**src/hdl/lfu_pkg.sv**
```systemverilog
`timescale 1ns / 1ps
// ----------------------------------------------------------------------------
// lfu_pkg
// shared constants and types for the lfu cache table
// ----------------------------------------------------------------------------
package lfu_pkg;

	localparam int unsigned SLOTS_DEF = 16;

	typedef enum logic [2:0] {
		CMD_PUT    = 3'd0,
		CMD_GET    = 3'd1,
		CMD_EVICT  = 3'd2,
		CMD_TOPK   = 3'd3,
		CMD_RESIZE = 3'd4
	} cmd_t;

	typedef enum logic [1:0] {
		ST_OK      = 2'd0,
		ST_MISS    = 2'd1,
		ST_EMPTY   = 2'd2
	} status_t;

	typedef enum logic [2:0] {
		S_IDLE,
		S_SCAN,
		S_APPLY,
		S_EVICT,
		S_LIST,
		S_DONE
	} fsm_t;

endpackage

```
**src/hdl/lfu_cache_table.sv**
```systemverilog
`timescale 1ns / 1ps
// ----------------------------------------------------------------------------
// lfu_cache_table
// key-value store with least-frequently-used replacement; state in one memory
// per field, scanned one slot a cycle
// ----------------------------------------------------------------------------
// channel   direction  signals
// request   in         start, busy, cmd, lookup_key, data_word, amount
// result    out        strobe, status, out_key, out_value, occupancy,
//                      limit_now, last
// a scan of the slot memory reads one slot a cycle, with registered read data;
// put and get: scan, apply, done, then the result; evict n and resize with m
// victims: each victim gets a scan and then the evict state; top k: each entry
// gets a scan and then a listed result; other requests and empty listings go to done
// reset clears the valid bits, the occupancy count and sets the limit to SLOTS
// busy drops in the cycle of the last result strobe; results cannot be stalled
module lfu_cache_table
	import lfu_pkg::*;
#(
	parameter int unsigned SLOTS = SLOTS_DEF
) (
	input  logic        clk,
	input  logic        arst_n,
	input  logic        start,
	output logic        busy,
	input  logic [2:0]  cmd,
	input  logic [31:0] lookup_key,
	input  logic [31:0] data_word,
	input  logic [4:0]  amount,
	output logic        strobe,
	output logic [1:0]  status,
	output logic [31:0] out_key,
	output logic [31:0] out_value,
	output logic [4:0]  occupancy,
	output logic [4:0]  limit_now,
	output logic        last
);

	localparam int unsigned IW = (SLOTS > 1) ? $clog2(SLOTS) : 1;
	localparam int unsigned CW = $clog2(SLOTS + 1);
	localparam logic [IW:0] LAST_IDX = (IW + 1)'(SLOTS - 1);

	// slot memories
	logic [31:0] key_mem  [SLOTS];
	logic [31:0] val_mem  [SLOTS];
	logic [31:0] freq_mem [SLOTS];
	logic [SLOTS-1:0] valid_q;
	logic [SLOTS-1:0] taken_q;

	fsm_t        state_q, state_d;
	logic [2:0]  cmd_q;
	logic [31:0] key_q, data_q;
	logic [CW-1:0] count_q;
	logic [CW-1:0] occ_q;
	logic [CW-1:0] limit_q;

	// scan
	logic [IW:0]   rd_idx_q;
	logic          rd_v_s1;
	logic [IW-1:0] idx_s1;
	logic [31:0]   rk_s1, rv_s1, rf_s1;

	logic          best_v_q;
	logic [IW-1:0] best_q;
	logic [31:0]   best_v_val_q, best_f_q, best_k_q;
	logic          hit_q;
	logic [IW-1:0] hit_idx_q;
	logic [31:0]   hit_val_q, hit_f_q;
	logic          free_v_q;
	logic [IW-1:0] free_q;

	logic          out_v_q, out_last_q;
	logic [1:0]    out_st_q;
	logic [31:0]   out_k_q, out_val_q;

	logic scan_done;
	assign scan_done = !rd_v_s1 && (rd_idx_q > LAST_IDX);

	// compare of the slot just read against the current best
	logic cand_ok, cand_better;
	always_comb begin
		cand_ok = rd_v_s1 && valid_q[idx_s1] && !taken_q[idx_s1];
		if (cmd_q == CMD_TOPK)
			cand_better = !best_v_q || rf_s1 > best_f_q ||
				(rf_s1 == best_f_q && rv_s1 < best_v_val_q);
		else
			cand_better = !best_v_q || rf_s1 < best_f_q ||
				(rf_s1 == best_f_q && rv_s1 > best_v_val_q);
	end

	logic [CW-1:0] amt_c, eff_n;
	always_comb begin
		amt_c = (amount > 5'(SLOTS)) ? CW'(SLOTS) : CW'(amount);
		eff_n = (amt_c < occ_q) ? amt_c : occ_q;
	end

	// a put at the limit drops the victim, then fills the lowest free slot
	logic             put_evict;
	logic [IW-1:0]    put_idx;
	logic [SLOTS-1:0] put_oh, best_oh;
	always_comb begin
		put_evict = (occ_q >= limit_q) && best_v_q;
		if (put_evict && !(free_v_q && free_q < best_q))
			put_idx = best_q;
		else
			put_idx = free_q;
		put_oh  = SLOTS'(1) << put_idx;
		best_oh = SLOTS'(1) << best_q;
	end

	always_ff @(posedge clk) begin
		if (state_q == S_SCAN && rd_idx_q <= LAST_IDX) begin
			idx_s1  <= rd_idx_q[IW-1:0];
			rk_s1   <= key_mem[rd_idx_q[IW-1:0]];
			rv_s1   <= val_mem[rd_idx_q[IW-1:0]];
			rf_s1   <= freq_mem[rd_idx_q[IW-1:0]];
		end
		if (state_q == S_APPLY && cmd_q == CMD_PUT) begin
			if (hit_q) begin
				val_mem[hit_idx_q]  <= data_q;
				freq_mem[hit_idx_q] <= (hit_f_q == '1) ? hit_f_q : hit_f_q + 32'd1;
			end else if (put_evict || free_v_q) begin
				key_mem[put_idx]  <= key_q;
				val_mem[put_idx]  <= data_q;
				freq_mem[put_idx] <= 32'd1;
			end
		end
		if (state_q == S_APPLY && cmd_q == CMD_GET && hit_q)
			freq_mem[hit_idx_q] <= (hit_f_q == '1) ? hit_f_q : hit_f_q + 32'd1;
		if (state_q == S_IDLE && start) begin
			key_q <= lookup_key;
			data_q <= data_word;
		end
		if (cand_ok && cand_better) begin
			best_v_val_q <= rv_s1;
			best_f_q     <= rf_s1;
			best_k_q     <= rk_s1;
			best_q       <= idx_s1;
		end
		if (cand_ok && rk_s1 == key_q) begin
			hit_idx_q <= idx_s1;
			hit_val_q <= rv_s1;
			hit_f_q   <= rf_s1;
		end
		if (rd_v_s1 && !valid_q[idx_s1] && !free_v_q)
			free_q <= idx_s1;
		if (state_q == S_APPLY) begin
			out_st_q  <= (cmd_q == CMD_GET && !hit_q) ? ST_MISS : ST_OK;
			out_k_q   <= '0;
			out_val_q <= (cmd_q == CMD_GET && hit_q) ? hit_val_q : '0;
		end else if (state_q == S_LIST) begin
			out_st_q  <= ST_OK;
			out_k_q   <= best_k_q;
			out_val_q <= best_v_val_q;
		end else if (state_q == S_IDLE && start) begin
			out_st_q  <= (cmd == CMD_TOPK && eff_n == '0) ? ST_EMPTY : ST_OK;
			out_k_q   <= '0;
			out_val_q <= '0;
		end
	end

	always_comb begin
		state_d = state_q;
		unique case (state_q)
			S_IDLE: begin
				if (start) begin
					unique case (cmd)
						CMD_PUT, CMD_GET: state_d = S_SCAN;
						CMD_EVICT: state_d = (eff_n == '0) ? S_DONE : S_SCAN;
						CMD_TOPK: state_d = (eff_n == '0) ? S_DONE : S_SCAN;
						CMD_RESIZE: state_d = (occ_q > amt_c) ? S_SCAN : S_DONE;
						default: state_d = S_DONE;
					endcase
				end
			end
			S_SCAN: if (scan_done) begin
				if (cmd_q == CMD_PUT || cmd_q == CMD_GET)
					state_d = S_APPLY;
				else if (cmd_q == CMD_TOPK)
					state_d = S_LIST;
				else
					state_d = S_EVICT;
			end
			S_APPLY: state_d = S_DONE;
			S_EVICT: begin
				if (cmd_q == CMD_EVICT)
					state_d = (count_q == CW'(1)) ? S_DONE : S_SCAN;
				else
					state_d = (occ_q - CW'(1) > limit_q) ? S_SCAN : S_DONE;
			end
			S_LIST: state_d = (count_q == CW'(1)) ? S_IDLE : S_SCAN;
			S_DONE: state_d = S_IDLE;
			default: state_d = S_IDLE;
		endcase
	end

	always_ff @(posedge clk or negedge arst_n) begin
		if (!arst_n) begin
			state_q  <= S_IDLE;
			valid_q  <= '0;
			taken_q  <= '0;
			occ_q    <= '0;
			limit_q  <= CW'(SLOTS);
			cmd_q    <= CMD_PUT;
			count_q  <= '0;
			rd_idx_q <= '0;
			rd_v_s1  <= 1'b0;
			best_v_q <= 1'b0;
			hit_q    <= 1'b0;
			free_v_q <= 1'b0;
			out_v_q  <= 1'b0;
			out_last_q <= 1'b0;
		end else begin
			state_q <= state_d;
			rd_v_s1 <= (state_q == S_SCAN && rd_idx_q <= LAST_IDX);
			out_v_q <= (state_q == S_DONE || state_q == S_LIST);
			out_last_q <= (state_q == S_DONE) || (state_q == S_LIST && count_q == CW'(1));
			if (state_q == S_IDLE && start) begin
				cmd_q    <= cmd;
				count_q  <= eff_n;
				taken_q  <= '0;
				rd_idx_q <= '0;
				best_v_q <= 1'b0;
				hit_q    <= 1'b0;
				free_v_q <= 1'b0;
				if (cmd == CMD_RESIZE)
					limit_q <= amt_c;
			end else begin
				if (state_q == S_SCAN && rd_idx_q <= LAST_IDX)
					rd_idx_q <= rd_idx_q + (IW + 1)'(1);
				else if ((state_q == S_EVICT || state_q == S_LIST) && state_d == S_SCAN)
					rd_idx_q <= '0;
				if ((state_q == S_EVICT || state_q == S_LIST) && state_d == S_SCAN)
					best_v_q <= 1'b0;
				else if (cand_ok && cand_better)
					best_v_q <= 1'b1;
				if (cand_ok && rk_s1 == key_q)
					hit_q <= 1'b1;
				if (rd_v_s1 && !valid_q[idx_s1])
					free_v_q <= 1'b1;
				if (state_q == S_APPLY && cmd_q == CMD_PUT && !hit_q) begin
					if (put_evict) begin
						valid_q <= (valid_q & ~best_oh) | put_oh;
					end else if (free_v_q) begin
						valid_q <= valid_q | put_oh;
						occ_q <= occ_q + CW'(1);
					end
				end
				if (state_q == S_EVICT) begin
					valid_q[best_q] <= 1'b0;
					occ_q <= occ_q - CW'(1);
					count_q <= count_q - CW'(1);
				end
				if (state_q == S_LIST) begin
					taken_q[best_q] <= 1'b1;
					count_q <= count_q - CW'(1);
				end
			end
		end
	end

	assign busy      = (state_q != S_IDLE);
	assign strobe    = out_v_q;
	assign status    = out_st_q;
	assign out_key   = out_k_q;
	assign out_value = out_val_q;
	assign occupancy = 5'(occ_q);
	assign limit_now = 5'(limit_q);
	assign last      = out_last_q;

	a_occ_le_slots: assert property (@(posedge clk) disable iff (!arst_n)
		occ_q <= CW'(SLOTS)) else $error("occupancy above slot count");
	a_strobe_busy: assert property (@(posedge clk) disable iff (!arst_n)
		strobe && !last |-> busy) else $error("non-final result while idle");
	a_occ_count: assert property (@(posedge clk) disable iff (!arst_n)
		$countones(valid_q) == int'(occ_q)) else $error("occupancy count mismatch");

endmodule
```
**config.mk**
```make
export PLATFORM = sky130hd
export DESIGN_NAME = lfu_cache_table
export DESIGN_NICKNAME = d
export VERILOG_FILES = /design/src/hdl/lfu_pkg.sv /design/src/hdl/lfu_cache_table.sv
export SDC_FILE = /design/constraint.sdc
export NUM_CORES = 2
export LEC_CHECK = 0
export ABC_AREA = 0
export BUFFER_PORTS_ARGS = -buffer_cell sky130_fd_sc_hd__buf_4
export CAP_MARGIN = 0
export CORE_AREA = 4 4 420 381
export CTS_BUF_LIST = sky130_fd_sc_hd__clkbuf_8
export CTS_CLUSTER_SIZE = 12
export DETAILED_ROUTE_END_ITERATION = 8
export DIE_AREA = 0 0 424 385
export GPL_ROUTABILITY_DRIVEN = 0
export PLACE_DENSITY = 0.73
export SETUP_SLACK_MARGIN = 0.02
export SYNTH_ARGS = -nofsm -noshare
export SYNTH_HDL_FRONTEND = slang
export SYNTH_SLANG_ARGS = --single-unit
```
**constraint.sdc**
```tcl
create_clock -name clk -period 15.3 [get_ports clk]
set_clock_uncertainty 0.05 [all_clocks]
set_input_delay 0 -clock clk [delete_from_list [all_inputs] [get_ports clk]]
set_output_delay 0 -clock clk [all_outputs]
set_load 0.005 [all_outputs]
```
# Yosys cells after proc, flatten, opt, wreduce, memory -nomap -nowiden
# Memories as Yosys holds them, arrays and structs flattened. A register that Yosys moved wholly into a read port is not among the register bits.
# Cells that the tools add are included.
# W data, S select, Z words.
# word_totals
reg_bits	370
ramBits	1536
input_bits	75
n_memories	3
# mem_list
memory	words	word_bits	read_ports	rd_ports_with_merged_regs	write_ports	line	rtl
freq_mem	16	32	1	1	1	lfu_cache_table.sv:46	logic [31:0] freq_mem [SLOTS];
key_mem	16	32	1	1	1	lfu_cache_table.sv:44	logic [31:0] key_mem [SLOTS];
val_mem	16	32	1	1	1	lfu_cache_table.sv:45	logic [31:0] val_mem [SLOTS];
# op_classes
addsub	5
n_lt_le_gt_ge	15
eq_ne	18
shift	2
n_mux	73
bitwise	9
n_reduce_logical	60
# op_table
operator	n
$mux W32	9
$mux W16	7
$eq A32 B32 Y1	2
$gt A32 B32 Y1	2
$lt A32 B32 Y1	2
$reduce_or A32 Y1	2
$mux W5	12
$or A16 B16 Y16	3
$add A32 B1 Y32 const B	1
$and A16 B16 Y16	2
$eq A32 B32 Y1 const B	1
$not A16 Y16	2
$shl A1 B4 Y16 const A	2
$mux W3	9
$logic_and A1 B1 Y1	24
$mux W1	24
$eq A3 B2 Y1 const B	6
$pmux W3 S5	1
$reduce_bool A3 Y1	5
$eq A3 B1 Y1 const B	4
$mux W4	3
$add A5 B1 Y5 const B	2
$gt A5 B5 Y1	2
$lt A4 B5 Y1 const B	2
other kinds (25)	53

# Longest topological paths before layout
# logic_depth
ltp_word	14
ltp_mapped	11
depth_no_buf	11

# Worst setup path before layout
# Ideal clock, no wire load.
# synth_timing
kind	reg-to-reg
startpoint	reg rd_idx_q[3]
endpoint	reg rd_idx_q[1]
t_arrival_ns	8.224
setup_slack_ns	6.887
path_stages_with_launch	11
path_buffers	3
period_less_slack_ns	8.413
cell_sequence	dfrtp_1 -> clkbuf_1 -> clkbuf_1 -> clkbuf_1 -> and3_1 -> ha_1 -> nor2_1 -> nor4_2 -> nor2_1 -> a22oi_1 -> o21ai_0
# synth_via
elab_chain_cells	7
elab_cells_between_ends	11
cone_classes	2 x order compare; 1 x eq/ne; 4 x mux; 4 x reduce/logical
# synth_rtl
element	line	rtl
start, declared	lfu_cache_table.sv:58	logic [IW:0] rd_idx_q;
start signal, assigned	lfu_cache_table.sv:230	rd_idx_q <= rd_idx_q + (IW + 1)'(1);
$gt A5 B4 Y1	lfu_cache_table.sv:77	assign scan_done = !rd_v_s1 && (rd_idx_q > LAST_IDX);
$logic_and A1 B1 Y1	lfu_cache_table.sv:77	
$mux W3	lfu_cache_table.sv:176	S_SCAN: if (scan_done) begin
$pmux W3 S5	lfu_cache_table.sv:164	unique case (state_q)
$eq A3 B1 Y1	lfu_cache_table.sv:231	else if ((state_q == S_EVICT || state_q == S_LIST) && state_d == S_SCAN)
$logic_and A1 B1 Y1	lfu_cache_table.sv:231	
$reduce_bool A3 Y1 (no line)	n/a	
# Several ways; a longest one is shown, not always the timed one.
# A chain may end at the register's enable or synchronous reset.

# Worst setup path after layout
# layout_timing
startpoint	reg occ_q[0] (netlist: occupancy[0])
endpoint	mem freq_mem[15][12], enable pin
# layout_via
elab_chain_cells	9
elab_cells_between_ends	12
cone_classes	1 x order compare; 7 x mux; 4 x reduce/logical
# layout_rtl
element	line	rtl
start, declared	lfu_cache_table.sv:54	logic [CW-1:0] occ_q;
start signal, assigned	lfu_cache_table.sv:246	occ_q <= occ_q + CW'(1);
start signal, assigned	lfu_cache_table.sv:251	occ_q <= occ_q - CW'(1);
$ge A5 B5 Y1 (*)	lfu_cache_table.sv:102	put_evict = (occ_q >= limit_q) && best_v_q;
$logic_and A1 B1 Y1 (*)	lfu_cache_table.sv:102	
$logic_or A1 B1 Y1	lfu_cache_table.sv:122	end else if (put_evict || free_v_q) begin
$mux W1	lfu_cache_table.sv:122	
$mux W1	lfu_cache_table.sv:119	if (hit_q) begin
$mux W1	lfu_cache_table.sv:118	if (state_q == S_APPLY && cmd_q == CMD_PUT) begin
$mux W1 (not written as such)	lfu_cache_table.sv:125	freq_mem[put_idx] <= 32'd1;
$reduce_or A32 Y1 (no line)	n/a	
$mux W4 (no line) / $mux W1 (equally long branches)	n/a	
end, declared	lfu_cache_table.sv:46	
# Mark *: on every way between the ends. The rest lies on a longest branch, timed or not.

==> out/qor.csv <==
metric,value,unit
crit_required,15.83,ns
start_kind,flip-flop,
maxSlewViolCount,0,
synth_compound_area_share,2.54,%
synthesis.nets,3717,
n_fill_cell,11200,
cts_setup_buffers,0,
hp-class,in -> reg,
crit_path_max_incr_delay,0.96,ns
syn_inst,3553,
ys_seq_elements,2002,
vias,38300,
synth.distinct_cells,94,
clkTransAtPathRegs,0.07,ns
cts_buffers,329,
finalHoldViolations,0,
cts.sinks,2002,
p_leak,29.6,nW
rsz0062_at_grt,no,
ant_nets,0,
num_rows,138,
peakVddDrop,167,uV
dieArea,163000,um^2
io_pins,154,
synth_xor_area_share,0.782,%
dp_hpwl,89900,um
stdcell_count,6455,
synth_edf_count,1906,
htree_levels,5,
antenna_found_initial,6,
drv_cap,0,
drc_errors,0,
fmax,194,MHz
grt_pass1_vias,39100,
worstSkewPairLatency,1.02,ns
grt_start_max_net_pins,143,
drt_iter0_drc,4225,
crit_family,simple AND/OR/NAND/NOR gates,
path_cells,"inv_1, ha_1, nand2b_1, a31oi_2, o21ai_1, nand3_1, a31oi_1, nand2_1, nor3_2, buf_4",
p_total,14.6,mW
slew_headroom,14.3,%
fin_nets,4283,
initial_utilization,49.5,%
critPathArrivalTime,5.69,ns
min_period,5.16,ns
firstDrtPassIters,6,
syn_area,77300,um^2
port_buffers,153,
core_area,156000,um^2
finalSetupTns,0,ns
drive_gt1_share,27.5,%
die_w,424,um
synth_area_per_cell,21.8,um^2
mostFrequentLayoutCell,edfxtp_1,
layout_common_cells,"1906 x edfxtp_1, 483 x mux4_2, 349 x clkbuf_8",
detail_route.wl_per_cell,26.8,um
critical_path_class,reg -> reg,
synthMuxAreaShare,14.4,%
synth_top_family_by_area,multiplexers,
grt_pass1_wl,257000,um
synth-simple-area-share,2.52,%
regArea,59500,um^2
viasPerCell,5.93,
slowest_stage,nor3_2,
multi_input_area,17100,um^2
yosys_warnings,0,
dpl.cell_count,5730,
clock_path_buffers,4,
cts_tree,built,
fin_crit_sh,33.7,%
fp.dieH,385,um
yosysSeqAreaShare,76.9,%
status,finished clean,
end_kind,flip-flop,
critPathBufInv,2,
drt_wl_total,173000,um
synth_flop_cell,edfxtp_1,
grt_overflow,0,
cts_root_buf,clkbuf_8,
worst_slew_pin_slew,1.25,ns
crit_fanout,24,
setup-violations-final,0,
synthArstFlopShare,3.20,%
power_density,164,nW/um^2
synth_fa_ha_area_share,1.44,%
area_delta_synth_final,15.1,%
grt_use_total,21.4,%
==> what timing repair did <==
action / CTS / global route
hold buffers: 158 / 0
gates resized for setup: 0 / 0
hold endpoints to repair: 208 / 0
setup endpoints to repair: 0 / 0
==> area by class of cell <==
type                            count  area share, %
Antenna cell                        4         0.0113
Clock buffer                      349           5.40
Clock inverter                    214           1.29
Inverter                          105          0.454
Multi-Input combinational cell   1294           19.2
Sequential cell                  2002           66.9
Tap cell                         2100           2.95
Timing Repair Buffer              387           3.76
==> stage by stage <==
stage	cell area [um^2]	setup WS, ns	hold slack, ns	util (%)
finish	88900	10.14	0.131	57.0
global route	88900	9.58	0.0794	57.0
CTS	88900	9.94	0.0131	57.0
detailed placement	81400	9.98	0.104	52.1
global placement	81400	10.09	0.101	52.1
floorplan	77300	6.89	-0.346	-
==> cells in the mapped netlist, types with 18 or more instances <==
| cell type | instances | area (um^2) |
|---|---|---|
| inv_1 | 103 | 387 |
| nor2_1 | 116 | 435 |
| nand3_1 | 32 | 160 |
| buf_2 | 42 | 210 |
| dfrtp_1 | 63 | 1580 |
| dfxtp_1 | 32 | 641 |
| xor2_1 | 53 | 464 |
| mux4_2 | 483 | 10900 |
| a21oi_1 | 54 | 270 |
| nor3_1 | 24 | 120 |
| o21ai_0 | 37 | 185 |
| ha_1 | 89 | 1110 |
| nand4_1 | 26 | 163 |
| nor4_1 | 31 | 194 |
| edfxtp_1 | 1906 | 57200 |
| nand2_1 | 56 | 210 |
| clkbuf_1 | 87 | 327 |
| a22o_1 | 64 | 561 |
| buf_1 | 18 | 67.6 |
==> layer usage <==
layer  routed length (um)  part of all wire, %  vias to the layer above  global-route usage, %
li1                     -                    -                    16000                      -
met1                68000                   39                    20000                   29.6
met2                84100                   49                     1902                   33.9
met3                13800                  8.0                      407                   3.90
met4                 6980                  4.0                        2                   8.85
met5                   13               0.0075                        -                      0
==> cell families after synthesis <==
kind of cell,Yosys count
compound gates,272
xor+xnor,69
fa+ha+maj,89
buf+inv,257
flops,2002
mux,497
simple gates,367
==> worst min-delay path, stage by stage <==
cell	delay (ns)
dlygate4sd3_1	0.56
buf_4	0.15
nor2b_1	0.17
mux2_2	0.26
==> worst paths after layout <==
check / depth (start not counted) / startpoint / endpoint / slack (ns)
setup reg to reg: 10 / occupancy[0]$_DFFE_PN0P_ / freq_mem[15][12]$_DFFE_PP_ / 10.14
hold / removal: 4 / amount[0] / limit_now[0]$_DFFE_PN0P_ / 0.13
max in group asynchronous: 5 / arst_n / valid_q[3]$_DFFE_PN0N_ / 14.22
min in group asynchronous: 4 / arst_n / limit_now[4]$_DFFE_PN1P_ / 0.59
setup / recovery: 10 / occupancy[0]$_DFFE_PN0P_ / freq_mem[15][12]$_DFFE_PP_ / 10.14
hold reg to reg: 0 / rk_s1[14]$_DFFE_PP_ / best_k_q[14]$_DFFE_PP_ / 0.42
==> power breakdown <==
| group | leakage, nW | internal, mW | switching [mW] |
|---|---|---|---|
| Combinational | 7.75 | 1.64 | 1.57 |
| Sequential | 18.4 | 6.64 | 0.482 |
| Clock | 3.47 | 2.28 | 2.00 |
==> registers in the layout, indices dropped and copies added, names as in the netlist, 5 cells and up <==
register      count
best_f_q         32
best_k_q         32
best_v_val_q     32
count_q           5
data_q           32
freq_mem        512
hit_f_q          32
hit_val_q        32
key_mem         512
key_q            32
limit_now         5
occupancy         5
out_key          32
out_value        32
rd_idx_q          5
rf_s1            32
rk_s1            32
rv_s1            32
taken_q          16
val_mem         512
valid_q          16
Note: power is estimated with default switching activity, not from simulation.
